===== config.mk =====
export PLATFORM = sky130hd
export DESIGN_NAME = keypad_pin_gate_controller
export DESIGN_NICKNAME = d
export VERILOG_FILES = /design/src/sv/kpgc_pkg.sv /design/src/sv/keypad_pin_gate_controller.sv /design/src/sv/kpgc_cfg_regs.sv /design/src/sv/kpgc_core.sv
export SDC_FILE = /design/constraint.sdc
export NUM_CORES = 1
export LEC_CHECK = 0
export ABC_CLOCK_PERIOD_IN_PS = 5200
export CAP_MARGIN = 10
export CORE_MARGIN = 3
export CORE_UTILIZATION = 50
export DETAILED_ROUTE_END_ITERATION = 10
export DONT_BUFFER_PORTS = 1
export PLACE_DENSITY_LB_ADDON = 0.12
export SLEW_MARGIN = 20
export SYNTH_ARGS = -nofsm -noshare
export SYNTH_HDL_FRONTEND = slang
export SYNTH_HIERARCHICAL = 1
export SYNTH_SLANG_ARGS = --single-unit

===== constraint.sdc =====
create_clock -name i_clk -period 5.2 [get_ports i_clk]
set_input_delay 1.04 -clock i_clk [delete_from_list [all_inputs] [get_ports i_clk]]
set_output_delay 1.04 -clock i_clk [all_outputs]
set_load 0.05 [all_outputs]

===== src/sv/kpgc_pkg.sv =====
`default_nettype none
package kpgc_pkg;

    localparam int MAX_KEYS_DEF = 8;
    // The PIN register holds this many 4-bit keys
    localparam int PIN_KEYS_MAX = 8;
    localparam int KEY_W        = 4;
    localparam int LEN_W        = 4;
    localparam int TICK_W       = 16;
    localparam int DIST_W       = 10;
    localparam int CFG_DATA_W   = 32;
    localparam int CFG_IDX_W    = 2;

    localparam logic [KEY_W-1:0]  KEY_STAR        = 4'd14;
    localparam logic [KEY_W-1:0]  KEY_HASH        = 4'd15;
    localparam logic [DIST_W-1:0] ECHO_TIMEOUT_CM = 10'd999;

    localparam logic [31:0]       PIN_KEYS_RST   = 32'h0000_1234;
    localparam logic [LEN_W-1:0]  PIN_LENGTH_RST = 4'd4;
    localparam logic [TICK_W-1:0] OPEN_TICKS_RST = 16'd8000;
    localparam logic [DIST_W-1:0] CLEAR_DIST_RST = 10'd20;

    typedef enum logic [1:0] {
        KIND_KEY    = 2'd0,
        KIND_TICK   = 2'd1,
        KIND_REMOTE = 2'd2
    } t_kind;

    typedef enum logic [CFG_IDX_W-1:0] {
        CFG_PIN_KEYS   = 2'd0,
        CFG_PIN_LENGTH = 2'd1,
        CFG_OPEN_TICKS = 2'd2,
        CFG_CLEAR_DIST = 2'd3
    } t_cfg_idx;

    typedef enum logic [3:0] {
        EV_NONE         = 4'd0,
        EV_PIN_GRANT    = 4'd1,
        EV_REMOTE_GRANT = 4'd2,
        EV_DENIED       = 4'd3,
        EV_AUTO_CLOSE   = 4'd4,
        EV_REMOTE_CLOSE = 4'd5,
        EV_OBSTACLE     = 4'd6,
        EV_CLEARED      = 4'd7,
        EV_KEY_STORED   = 4'd8
    } t_event;

    typedef struct packed {
        logic [31:0]       pin_keys;
        logic [LEN_W-1:0]  pin_length;
        logic [TICK_W-1:0] open_ticks;
        logic [DIST_W-1:0] clear_dist;
    } t_cfg;

    typedef struct packed {
        logic             gate_is_open;
        t_event           event_code;
        logic [KEY_W-1:0] keys_entered;
    } t_result;

endpackage
`default_nettype wire


===== src/sv/keypad_pin_gate_controller.sv =====
// Channel | Direction | Signals                                       | Accepted when
// in      | sink      | i_in_valid, o_in_ready, i_in_kind, i_in_key_code,
//         |           | i_in_remote_open, i_in_distance_cm           | valid & ready
// out     | source    | o_out_valid, i_out_ready, o_out_gate_is_open,
//         |           | o_out_event_code, o_out_keys_entered         | valid & ready
// cfg     | sink      | i_cfg_valid, o_cfg_ready, i_cfg_index, i_cfg_data | valid & ready
//
// One transaction per cycle sustained while the output is not stalled; a result passes
// through the input register and then the result register before it is offered.
// All item work is a single combinational pass from input register to result
// register, with the lock state updated in the same cycle.
// Synchronous active-low reset clears control state, configuration to defaults.
// A stalled output holds the result register; the input register takes one more
// transaction, then o_in_ready drops until the output drains.
// Configuration writes are always taken (o_cfg_ready high).
`default_nettype none
module keypad_pin_gate_controller
    import kpgc_pkg::*;
#(
    parameter int MAX_KEYS = MAX_KEYS_DEF
) (
    input  wire logic                  i_clk,
    input  wire logic                  i_rst_n,
    input  wire logic                  i_in_valid,
    output logic                       o_in_ready,
    input  wire logic [1:0]            i_in_kind,
    input  wire logic [KEY_W-1:0]      i_in_key_code,
    input  wire logic                  i_in_remote_open,
    input  wire logic [DIST_W-1:0]     i_in_distance_cm,
    output logic                       o_out_valid,
    input  wire logic                  i_out_ready,
    output logic                       o_out_gate_is_open,
    output logic [3:0]                 o_out_event_code,
    output logic [KEY_W-1:0]           o_out_keys_entered,
    input  wire logic                  i_cfg_valid,
    output logic                       o_cfg_ready,
    input  wire logic [CFG_IDX_W-1:0]  i_cfg_index,
    input  wire logic [CFG_DATA_W-1:0] i_cfg_data
);

    logic              r_in_valid;
    logic [1:0]        r_kind;
    logic [KEY_W-1:0]  r_key_code;
    logic              r_remote_open;
    logic [DIST_W-1:0] r_distance_cm;
    logic              r_out_valid;
    t_result           r_result;

    logic    advance;
    t_cfg    cfg;
    t_result result;

    assign o_cfg_ready = 1'b1;
    assign advance     = r_in_valid && (!r_out_valid || i_out_ready);
    assign o_in_ready  = !r_in_valid || advance;

    kpgc_cfg_regs u_cfg (
        .i_clk   (i_clk),
        .i_rst_n (i_rst_n),
        .i_wr    (i_cfg_valid && o_cfg_ready),
        .i_idx   (i_cfg_index),
        .i_data  (i_cfg_data),
        .o_cfg   (cfg)
    );

    kpgc_core #(
        .MAX_KEYS (MAX_KEYS)
    ) u_core (
        .i_clk         (i_clk),
        .i_rst_n       (i_rst_n),
        .i_step        (advance),
        .i_kind        (r_kind),
        .i_key_code    (r_key_code),
        .i_remote_open (r_remote_open),
        .i_distance_cm (r_distance_cm),
        .i_cfg         (cfg),
        .o_result      (result)
    );

    always_ff @(posedge i_clk) begin
        if (!i_rst_n) begin
            r_in_valid  <= 1'b0;
            r_out_valid <= 1'b0;
        end else begin
            if (o_in_ready) begin
                r_in_valid <= i_in_valid;
            end
            if (advance) begin
                r_out_valid <= 1'b1;
            end else if (i_out_ready) begin
                r_out_valid <= 1'b0;
            end
        end
    end

    always_ff @(posedge i_clk) begin
        if (o_in_ready && i_in_valid) begin
            r_kind        <= i_in_kind;
            r_key_code    <= i_in_key_code;
            r_remote_open <= i_in_remote_open;
            r_distance_cm <= i_in_distance_cm;
        end
        if (advance) begin
            r_result <= result;
        end
    end

    assign o_out_valid        = r_out_valid;
    assign o_out_gate_is_open = r_result.gate_is_open;
    assign o_out_event_code   = r_result.event_code;
    assign o_out_keys_entered = r_result.keys_entered;

    property p_grant_opens;
        @(posedge i_clk) disable iff (!i_rst_n)
        (o_out_valid && (r_result.event_code == EV_PIN_GRANT
                         || r_result.event_code == EV_REMOTE_GRANT
                         || r_result.event_code == EV_OBSTACLE))
            |-> r_result.gate_is_open;
    endproperty
    a_grant_opens: assert property (p_grant_opens)
        else $error("open event with gate reported closed");

    property p_close_closes;
        @(posedge i_clk) disable iff (!i_rst_n)
        (o_out_valid && (r_result.event_code == EV_AUTO_CLOSE
                         || r_result.event_code == EV_REMOTE_CLOSE))
            |-> !r_result.gate_is_open;
    endproperty
    a_close_closes: assert property (p_close_closes)
        else $error("close event with gate reported open");

    property p_enter_clears;
        @(posedge i_clk) disable iff (!i_rst_n)
        (o_out_valid && (r_result.event_code == EV_PIN_GRANT
                         || r_result.event_code == EV_DENIED
                         || r_result.event_code == EV_CLEARED))
            |-> (r_result.keys_entered == '0);
    endproperty
    a_enter_clears: assert property (p_enter_clears)
        else $error("key buffer not emptied on enter or clear");

    property p_stall_holds_in;
        @(posedge i_clk) disable iff (!i_rst_n)
        (r_in_valid && !advance) |=> r_in_valid;
    endproperty
    a_stall_holds_in: assert property (p_stall_holds_in)
        else $error("input register dropped a stalled transaction");

endmodule
`default_nettype wire


===== src/sv/kpgc_cfg_regs.sv =====
`default_nettype none
module kpgc_cfg_regs
    import kpgc_pkg::*;
(
    input  wire logic                  i_clk,
    input  wire logic                  i_rst_n,
    input  wire logic                  i_wr,
    input  wire logic [CFG_IDX_W-1:0]  i_idx,
    input  wire logic [CFG_DATA_W-1:0] i_data,
    output t_cfg                       o_cfg
);

    t_cfg r_cfg;

    always_ff @(posedge i_clk) begin
        if (!i_rst_n) begin
            r_cfg.pin_keys   <= PIN_KEYS_RST;
            r_cfg.pin_length <= PIN_LENGTH_RST;
            r_cfg.open_ticks <= OPEN_TICKS_RST;
            r_cfg.clear_dist <= CLEAR_DIST_RST;
        end else if (i_wr) begin
            unique case (t_cfg_idx'(i_idx))
                CFG_PIN_KEYS:   r_cfg.pin_keys   <= i_data;
                CFG_PIN_LENGTH: r_cfg.pin_length <= i_data[LEN_W-1:0];
                CFG_OPEN_TICKS: r_cfg.open_ticks <= i_data[TICK_W-1:0];
                CFG_CLEAR_DIST: r_cfg.clear_dist <= i_data[DIST_W-1:0];
            endcase
        end
    end

    assign o_cfg = r_cfg;

endmodule
`default_nettype wire


===== src/sv/kpgc_core.sv =====
`default_nettype none
module kpgc_core
    import kpgc_pkg::*;
#(
    parameter int MAX_KEYS = MAX_KEYS_DEF
) (
    input  wire logic              i_clk,
    input  wire logic              i_rst_n,
    input  wire logic              i_step,
    input  wire logic [1:0]        i_kind,
    input  wire logic [KEY_W-1:0]  i_key_code,
    input  wire logic              i_remote_open,
    input  wire logic [DIST_W-1:0] i_distance_cm,
    input  t_cfg                   i_cfg,
    output t_result                o_result
);

    localparam int KCW      = $clog2(MAX_KEYS + 1);
    localparam int KIW      = (MAX_KEYS > 1) ? $clog2(MAX_KEYS) : 1;
    localparam int CMP_KEYS = (MAX_KEYS < PIN_KEYS_MAX) ? MAX_KEYS : PIN_KEYS_MAX;
    localparam int CW       = (KCW > LEN_W) ? KCW : LEN_W;

    logic [KEY_W-1:0]  r_pin_buf [MAX_KEYS];
    logic [KCW-1:0]    r_key_count, n_key_count;
    logic              r_gate_open, n_gate_open;
    logic [TICK_W-1:0] r_elapsed, n_elapsed;

    logic              pin_match;
    logic              key_store;
    logic [TICK_W-1:0] elapsed_inc;
    t_event            ev;

    always_comb begin
        pin_match = (i_cfg.pin_length <= LEN_W'(PIN_KEYS_MAX))
                 && (CW'(r_key_count) == CW'(i_cfg.pin_length));
        for (int i = 0; i < CMP_KEYS; i++) begin
            if ((KCW'(i) < r_key_count)
                && (r_pin_buf[i] != i_cfg.pin_keys[KEY_W*i +: KEY_W])) begin
                pin_match = 1'b0;
            end
        end
    end

    assign elapsed_inc = (r_elapsed != '1) ? r_elapsed + 1'b1 : r_elapsed;

    always_comb begin
        n_key_count = r_key_count;
        n_gate_open = r_gate_open;
        n_elapsed   = r_elapsed;
        key_store   = 1'b0;
        ev          = EV_NONE;
        unique case (i_kind)
            KIND_KEY: begin
                if (i_key_code == KEY_HASH) begin
                    if (pin_match) begin
                        n_gate_open = 1'b1;
                        n_elapsed   = '0;
                        ev          = EV_PIN_GRANT;
                    end else begin
                        ev = EV_DENIED;
                    end
                    n_key_count = '0;
                end else if (i_key_code == KEY_STAR) begin
                    n_key_count = '0;
                    ev          = EV_CLEARED;
                end else if (r_key_count < KCW'(MAX_KEYS)) begin
                    key_store   = 1'b1;
                    n_key_count = r_key_count + 1'b1;
                    ev          = EV_KEY_STORED;
                end
            end
            KIND_TICK: begin
                if (r_gate_open) begin
                    n_elapsed = elapsed_inc;
                    if (elapsed_inc >= i_cfg.open_ticks) begin
                        n_elapsed = '0;
                        if (i_distance_cm > i_cfg.clear_dist
                            || i_distance_cm >= ECHO_TIMEOUT_CM) begin
                            n_gate_open = 1'b0;
                            ev          = EV_AUTO_CLOSE;
                        end else begin
                            ev = EV_OBSTACLE;
                        end
                    end
                end
            end
            KIND_REMOTE: begin
                if (i_remote_open && !r_gate_open) begin
                    n_gate_open = 1'b1;
                    n_elapsed   = '0;
                    ev          = EV_REMOTE_GRANT;
                end else if (!i_remote_open && r_gate_open) begin
                    n_gate_open = 1'b0;
                    n_elapsed   = '0;
                    ev          = EV_REMOTE_CLOSE;
                end
            end
            default: ;
        endcase
    end

    always_ff @(posedge i_clk) begin
        if (!i_rst_n) begin
            r_key_count <= '0;
            r_gate_open <= 1'b0;
            r_elapsed   <= '0;
        end else if (i_step) begin
            r_key_count <= n_key_count;
            r_gate_open <= n_gate_open;
            r_elapsed   <= n_elapsed;
        end
    end

    // Buffer entries at or above the count are never compared
    always_ff @(posedge i_clk) begin
        if (i_step && key_store) begin
            r_pin_buf[r_key_count[KIW-1:0]] <= i_key_code;
        end
    end

    assign o_result.gate_is_open = n_gate_open;
    assign o_result.event_code   = ev;
    assign o_result.keys_entered = KEY_W'(n_key_count);

    property p_count_bounded;
        @(posedge i_clk) disable iff (!i_rst_n)
        r_key_count <= KCW'(MAX_KEYS);
    endproperty
    a_count_bounded: assert property (p_count_bounded)
        else $error("key count beyond buffer depth");

    property p_closed_elapsed_zero;
        @(posedge i_clk) disable iff (!i_rst_n)
        !r_gate_open |-> (r_elapsed == '0);
    endproperty
    a_closed_elapsed_zero: assert property (p_closed_elapsed_zero)
        else $error("elapsed count running while gate closed");

endmodule
`default_nettype wire


**Yosys cells after proc, flatten, opt, wreduce, memory -nomap -nowiden**

Memories as Yosys holds them, arrays and structs flattened.
Index checks and enable logic that the tools add are counted.

- $add $sub $neg: 2
- Multipliers: 0
- Divide/modulo/power cells: 0
- Magnitude comparators: 13
- Equal/unequal tests: 21
- Shifts and indexed selects: 0
- Muxes and demuxes: 46
- Bitwise gates (word level): 0
- Reductions and logical operators: 30

Operators with widths:

| kind | count |
|---|---|
| $mux 16 | 7 |
| $pmux 16 s3 | 1 |
| $mux 4 | 10 |
| $ne 4x4->1 | 8 |
| $mux 1 | 23 |
| $add 16x1->16 const B | 1 |
| $ge 16x16->1 | 1 |
| $lt 3x4->1 const A | 4 |
| $ne 16x16->1 const B | 1 |
| $logic_and 1x1->1 | 14 |
| $pmux 4 s3 | 1 |
| $ge 10x10->1 const B | 1 |
| $gt 10x10->1 | 1 |
| $eq 4x4->1 const B | 2 |
| $lt 1x4->1 const A | 2 |
| $lt 2x4->1 const A | 2 |
| $reduce_and 2->1 | 4 |
| $eq 2x2->1 const B | 3 |
| $ne 2x1->1 const B | 3 |
| $reduce_and 6->1 | 1 |
| $add 4x1->4 const B | 1 |
| $eq 2x1->1 const B | 2 |
| $eq 4x4->1 | 1 |
| $le 4x4->1 const B | 1 |
| 10 further kinds | 17 |

- Bits in registers: 111
- Latch bits: 0
- RAM bits: 32
- ROM bits: 0
- Input bits: 56
- Output and inout bits: 12
- Logic and storage cells: 129
- Memories kept: 1

Memory list:

| memory | words | width | read ports | clocked after memory_dff | write ports | RTL line | RTL |
|---|---|---|---|---|---|---|---|
| u_core.r_pin_buf | 8 | 4 | 8 | 0 | 1 | kpgc_core.sv:23 | `logic [KEY_W-1:0] r_pin_buf [MAX_KEYS];` |

**Logic depth before layout (Yosys ltp)**

Gate-level depths: netlist of run 1.
An unclocked memory read counts as a cell.

- Depth in word-level cells: 14
- Depth in mapped cells: 16
- Mapped depth without buffers: 15

**Modules after synthesis**

The synthesis of run 1 kept the hierarchy.

Modules (own cells, without submodules):

| module | times used | cells an instance | area each (um2) | sequential area each (um2) |
|---|---|---|---|---|
| kpgc_core | 1 | 381 | 3,661.0 | 1,381.3 |
| kpgc_cfg_regs | 1 | 252 | 2,502.4 | 1,241.2 |
| keypad_pin_gate_controller | 1 | 37 | 895.9 | 820.8 |

**Least setup slack after synthesis of run 1**

OpenSTA, ideal clock, no wires.

- Kind: reg-to-reg
- From: reg u_core.r_elapsed[0]
- To: reg u_core.r_elapsed[2]
- Setup time: 0.103 ns
- Arrival time: 3.459 ns
- Required time: 5.097 ns
- Slack: 1.638 ns
- Stages on the path, launching flop included: 16
- Path buffers: 0
- Period minus slack after synthesis: 3.562 ns
- Cell sequence: dfxtp_1 > ha_1 > nand2_1 > nor4_4 > a21oi_1 > nand2_1 > nor2_1 > or2_2 > ha_1 > a211oi_1 > o21ai_0 > a221o_1 > a41o_2 > nor2_4 > a21oi_1 > a2111oi_2

- Word-level cells in the longest chain between the ends: 6
- Elaborated cells between the ends (all ways): 7
- Classes of those cells: add/sub: 1; order compare: 1; eq/ne: 1; mux: 4

Ends and longest elaborated chain:

| what | RTL line | RTL |
|---|---|---|
| start, declared | kpgc_core.sv:26 | `logic [TICK_W-1:0] r_elapsed, n_elapsed;` |
| start signal, assigned | kpgc_core.sv:110 | `r_elapsed <= n_elapsed;` |
| $add 16x1->16 / $ne 16x16->1 (equally long branches) | kpgc_core.sv:44 | `assign elapsed_inc = (r_elapsed != '1) ? r_elapsed + 1'b1 : r_elapsed;` |
| $mux 16 * | kpgc_core.sv:44 |  |
| $ge 16x16->1 | kpgc_core.sv:75 | `if (elapsed_inc >= i_cfg.open_ticks) begin` |
| $mux 16 * | kpgc_core.sv:75 |  |
| $mux 16 * | kpgc_core.sv:73 | `if (r_gate_open) begin` |
| $pmux 16 s3 * | kpgc_core.sv:52 | `unique case (i_kind)` |

Mark *: on every way between the ends. The rest lies on a longest branch, timed or not. The select of a mux whose other input is x is not followed.
A chain may end at the register's enable or synchronous reset.

**Worst setup path after layout of run 1**

Ends and elaborated chain as after synthesis.

==> results of run 1 <==
## final cells by class
class | count | area share [%]
clock buffer | 21 | 5.76
clock inverter | 11 | 1.52
inverter | 42 | 2.06
multi-input combinational | 455 | 42.4
sequential | 143 | 45.0
tap | 176 | 2.88
timing repair buffer | 3 | 0.295
## Yosys cell counts, types with 11 or more instances
library cell	n
nand2_1	109
dfxtp_1	85
mux2i_1	62
edfxtp_1	58
inv_1	41
xnor2_1	40
ha_1	32
nor2_1	27
nor2b_1	17
o21ai_0	15
a21oi_1	14
nand4_1	13
buf_2	12
nand3_1	11
## flip-flops by register name, summed over array words and instances, names as in the netlist
register,count
o_out_event_code,4
r_in_valid,1
r_key_code,4
u_cfg/o_cfg,62
o_out_valid,1
u_core/r_gate_open,1
r_distance_cm,10
u_core/r_pin_buf,32
u_core/r_elapsed,16
o_out_gate_is_open,1
o_out_keys_entered,4
u_core/r_key_count,4
r_remote_open,1
r_kind,2
## placed cells by master (no fill, tap or decap), types with 4 or more instances in the layout
cell       Yosys  routed
nand4_1       13      13
a211o_1        4       4
o21ai_0       15      15
nand2_1      109     109
clkbuf_16      0      17
dfxtp_1       85      85
o211ai_1       6       6
nand4b_1       4       4
nor3_1        10      10
mux2i_1       62      62
nand3_1       11      11
inv_1         41      41
clkinv_2       0       4
nor2b_1       17      17
a21o_1         4       4
nor2_1        27      27
a21oi_1       14      14
and2_1         4       4
and3_1         7       7
nor4_1         7       7
ha_1          32      32
clkbuf_1       7       4
edfxtp_1      58      58
a22o_1         6       6
a211oi_1       4       4
xnor2_1       40      40
## routing by layer
| metal | vias up | wire length [µm] |
|---|---|---|
| met5 | - | 0 |
| met4 | 0 | 233 |
| met3 | 19 | 735 |
| met2 | 100 | 6420 |
| met1 | 2251 | 6800 |
| li1 | 2333 | - |
## cell families after synthesis
group	count (synthesis)
AO/OA/AOI/OAI	84
XOR/XNOR	42
adder cells (fa/ha/maj)	32
buffers and inverters	72
flip-flops	143
multiplexers	63
other	1
AND/OR/NAND/NOR	233
## worst max-delay path, stage by stage, from the launching register on
cell,delay (ns)
dfxtp_1,0.42
ha_1,0.24
nand2_1,0.17
nor4_4,0.43
a21oi_1,0.23
nand2_1,0.14
nor2_1,0.05
or2_2,0.27
ha_1,0.29
a211oi_1,0.23
o21ai_0,0.12
a221o_1,0.37
a41o_2,0.31
nor2_4,0.37
a21boi_0,0.21
a2111oi_2,0.30
## worst max-delay path by stage
stage	start	to	slack (ns)	cells after the start
detailed placement	u_core/r_elapsed[0]$_SDFFE_PN0P_	u_core/r_elapsed[2]$_SDFFE_PN0P_	1.04	15
floorplan	u_core/r_elapsed[0]$_SDFFE_PN0P_	u_core/r_elapsed[2]$_SDFFE_PN0P_	1.64	15
global route	u_core/r_elapsed[0]$_SDFFE_PN0P_	u_core/r_elapsed[2]$_SDFFE_PN0P_	0.54	15
finish	u_core/r_elapsed[0]$_SDFFE_PN0P_	u_core/r_elapsed[2]$_SDFFE_PN0P_	0.93	15
CTS	u_core/r_elapsed[0]$_SDFFE_PN0P_	u_core/r_elapsed[2]$_SDFFE_PN0P_	1.01	15
global placement	u_core/r_elapsed[0]$_SDFFE_PN0P_	u_core/r_elapsed[2]$_SDFFE_PN0P_	1.19	15
## metrics by stage
step	area, µm²	utilization [%]
floorplan	7060	-
global placement	7090	52.5
detailed placement	7090	52.5
CTS	7640	56.6
global route	7640	56.6
finish	7640	56.6
## report_power, final
| part | switching [µW] | total [µW] | internal (µW) |
|---|---|---|---|
| registers | 39.6 | 1240 | 1200 |
| clock network | 447 | 1150 | 702 |
| logic | 65.0 | 117 | 52.4 |
| total | 551 | 2510 | 1960 |
==> results.cfg, run 1 <==
[clock_tree]
hold_buffers = 0
cts_resized = 0
clock-sinks = 143
cts-htree-levels = 4
clkLatencyLatePin_ns = 0.42
cts_tree = yes
cts_setup_buffers = 0
cts_buffers = 17
clockRootBuffer = clkbuf_16
clk_pin_slew_ns = 0.06
clk_path_buf_depth = 2

[timing]
layout_setup_ws_ns = 0.931
slew_viol_final = 0
hold_viol_final = 0
holdWs_ns = 0.462
rsz0062_at_grt = no
setup_viol = 0
fin_crit_sh_pct = 82.1
fin_skew_ns = 0.0133
fmax_mhz = 234
max_slew_margin_pct = 31.7
min_period_ns = 4.27
fin_tns_setup_ns = 0
worstMarginPinSlew_ns = 1.02

[route]
final_antenna_net_count = 0
routed-via-count = 4703
firstDrtPassIters = 5
drcViolationCount = 0
initialDrtViolationCount = 314
routed_wl_um = 14200
avgRoutedWirePerCell_um = 16.7
viasPerCell = 5.53

[yosys]
async_flop_share_pct = 0
synth_fp_nets = 758
yosys.area_share.simple_pct = 17.0
synth_top_family_by_area = simple AND/OR/NAND/NOR gates
ys_types = 69
ys_warn_count = 6
synth_compound_area_share_pct = 8.93
synth_flop_cell = dfxtp_1
synth_edf_count = 58
synth_seq_cells = 143
syn_avg_cell_area_um2 = 10.5
yosys.area_share.adder_pct = 5.67
netlist.area_leader.share_pct = 24.7
syn_area_um2 = 7060
synth_area_leaders = edfxtp_1 (25%), dfxtp_1 (24%), mux2i_1 (8.8%)
yosysTopAreaCell = edfxtp_1
seq_area_frac_synth_pct = 48.8
synth-xor-area-share_pct = 5.21
syn_inst = 670
synth_mux_area_share_pct = 9.00

[grt]
grt_busiest_layer = met2
grt_use_met2_pct = 29.5
grt_pass1_wl_um = 23300
met1_usage_pct = 25.0
antenna_found_initial = 0
grt_pass1_vias = 4650
track_usage_pct = 18.6
grt_max_degree = 103
grt_overflow = 0
grtUsageMet3_pct = 5.62

[critical_path]
end_kind = register
cp.arrival_ns = 4.57
r2r_slack_ns = 0.93
r2r-end = u_core/r_elapsed[2]$_SDFFE_PN0P_
crit_type = reg -> reg
r2r_start = u_core/r_elapsed[0]$_SDFFE_PN0P_
worstPathRequired_ns = 5.51
path_max_fanout = 18
reg2reg_depth = 15
crit_path_start_kind = register

[finish]
fill_cells = 1187
stdcell_count = 851
final_nets = 750
n_antenna_cell = 0
area_growth_pct = 8.28
multiInputGateArea_um2 = 3240
drive_above_1_share_pct = 8.30
seqCellArea_um2 = 3440

[place]
routabilityCongestion = 0.897
hpwlAfterDp_um = 10300
place_ws_ns = 1.04
port_buffers = 0
placed_cells = 819

[floorplanning]
die_area_um2 = 15600
die_width_um = 125
initial_core_util_pct = 52.3
die_h_um = 125
pin_count = 68
coreArea_um2 = 13500
row_count = 42

[min_path]
whs_path_depth = 2
min_path_type = reg -> reg
hp-start = u_cfg/o_cfg[7]$_SDFFE_PN0P_
holdPathEnd = u_cfg/o_cfg[7]$_SDFFE_PN0P_

[outcome]
outcome = finished, final reports clean

[pwr]
vdd_drop_max_mv = 0.245
power.total_uw = 2510
power.density_nw_per_um2 = 328
p_leak_uw = 0.00307

[run]
maxCapViolCount = 0
(Power assumes the default switching activity.)
==> run 2: changes to the inputs <==
--- a/config.mk
+++ b/config.mk
@@ -5,7 +5,7 @@
 export SDC_FILE = /design/constraint.sdc
 export NUM_CORES = 1
 export LEC_CHECK = 0
-export ABC_CLOCK_PERIOD_IN_PS = 5200
+export ABC_CLOCK_PERIOD_IN_PS = 3800
 export CAP_MARGIN = 10
 export CORE_MARGIN = 3
 export CORE_UTILIZATION = 50
==> constraint.sdc (replaced) <==
create_clock -name i_clk -period 3.8 [get_ports i_clk]
set_input_delay 0.76 -clock i_clk [delete_from_list [all_inputs] [get_ports i_clk]]
set_output_delay 0.76 -clock i_clk [all_outputs]
set_load 0.05 [all_outputs]
==> results.cfg, run 2 (same netlist as run 1, synthesis figures left out) <==
[outcome]
outcome = finished, final reports clean

[clock_tree]
clkLatencyLatePin_ns = 0.41
clk_path_buf_depth = 2
clockRootBuffer = clkbuf_16
clk_pin_slew_ns = 0.06
clock-sinks = 143
cts_tree = yes
cts_buffers = 17
cts-htree-levels = 4

[route]
drcViolationCount = 0
routed_wl_um = 14600
initialDrtViolationCount = 231
avgRoutedWirePerCell_um = 17.0
viasPerCell = 5.52
final_antenna_net_count = 0
routed-via-count = 4739
firstDrtPassIters = 5

[grt]
antenna_found_initial = 0
grt_pass1_wl_um = 23600
grt_pass1_vias = 4673
track_usage_pct = 19.0
grt_overflow = 0
grt_max_degree = 103

[critical_path]
worstPathRequired_ns = 4.10
crit_type = reg -> reg
cp.arrival_ns = 3.92
end_kind = register
crit_path_start_kind = register
r2r_start = u_core/r_elapsed[5]$_SDFFE_PN0P_
cp-startpoint = u_core/r_elapsed[5]$_SDFFE_PN0P_
path_max_fanout = 8

[pwr]
vdd_drop_max_mv = 0.422
power.total_uw = 3420
p_leak_uw = 0.00312
power.density_nw_per_um2 = 441

[timing]
worstMarginPinSlew_ns = 0.704
fmax_mhz = 276
max_slew_margin_pct = 52.9
fin_crit_sh_pct = 95.5
holdWs_ns = 0.443
fin_skew_ns = 0.00809
hold_viol_final = 0
fin_tns_setup_ns = 0
setup_viol = 0
min_period_ns = 3.63
slew_viol_final = 0

[min_path]
hp-start = i_in_distance_cm[3]
min_path_type = in -> reg

[finish]
largest_reg_flops = 62
area_growth_pct = 9.77
final_nets = 757
final_cell_mix = nand2_1 (107), dfxtp_1 (80), mux2i_1 (62)
layout_commonest_cell = nand2_1
design_area_um2 = 7750
drive_above_1_share_pct = 11.0
n_antenna_cell = 0

[place]
dpl-instance-area_um2 = 7120
hpwlAfterDp_um = 10600
port_buffers = 0
routabilityCongestion = 0.898

[floorplanning]
coreArea_um2 = 13500
die_area_um2 = 15600
pin_count = 68
die_h_um = 125
die_width_um = 125
row_count = 42
initial_core_util_pct = 52.3

[run]
maxCapViolCount = 0
==> run 2: changes by cell type in the layout (fill, tap and decap cells not counted), sizes merged <==
cell,delta
bufinv,-1
clkbuf,+1
inv,-1
clkinv,+1
buf,+7
==> run 2: what timing repair did <==
action	CTS	global route
setup endpoints to repair	5	18
buffers inserted	0	1
hold buffers	0	0
pin swaps	1	2
gates resized for setup	0	12
==> run 2: cell type report <==
cell class / count / area (µm²)
fill: 1128 / 5760
sequential: 143 / 3450
multi-input combinational: 455 / 3270
clock buffer: 22 / 474
tap: 176 / 220
inverter: 42 / 158
clock inverter: 10 / 87.6
timing repair buffer: 10 / 82.6
==> run 2: through the flow <==
step,utilization [%],setup WS (ns),cells
after detailed placement,52.8,-0.0483,824
after floorplan,-,0.238,670
after CTS,56.9,0.0655,856
after global routing,57.4,-0.0172,858
after global placement,52.8,0.123,824
final,57.4,0.173,858
==> run 2: critical path, stage by stage (launching register included) <==
cell and delay (ns):
dfxtp_1 0.44, nand4_4 0.17, or4_4 0.57, nor2_4 0.12, nand3_2 0.09, mux2_4 0.32, ha_1 0.30, nand2_1 0.08
nor3_1 0.30, a221o_1 0.23, a41o_4 0.17, nor2_4 0.06, buf_4 0.16, and3_2 0.20, a211o_2 0.29
==> run 2: layer usage <==
| metal | GRT usage, % | up-vias | wire length, µm |
|---|---|---|---|
| li1 | - | 2357 | - |
| met1 | 25.7 | 2263 | 7010 |
| met2 | 29.3 | 99 | 6610 |
| met3 | 5.32 | 20 | 638 |
| met4 | 7.08 | 0 | 327 |
| met5 | 0 | - | 0 |
==> run 2: final timing paths <==
check	end	slack, ns	depth (start not counted)
setup / recovery	u_core/r_elapsed[6]$_SDFFE_PN0P_	0.17	14
hold / removal	r_distance_cm[3]$_DFFE_PP_	0.44	0
setup reg to reg	u_core/r_elapsed[6]$_SDFFE_PN0P_	0.17	14
hold reg to reg	u_cfg/o_cfg[12]$_SDFFE_PN0P_	0.46	2
==> run 2: where the power goes <==
group          internal [µW]  leakage (µW)  switching (µW)
registers               1640       0.00123            54.1
clock network            948      0.000276             608
logic                   74.0       0.00161            91.4
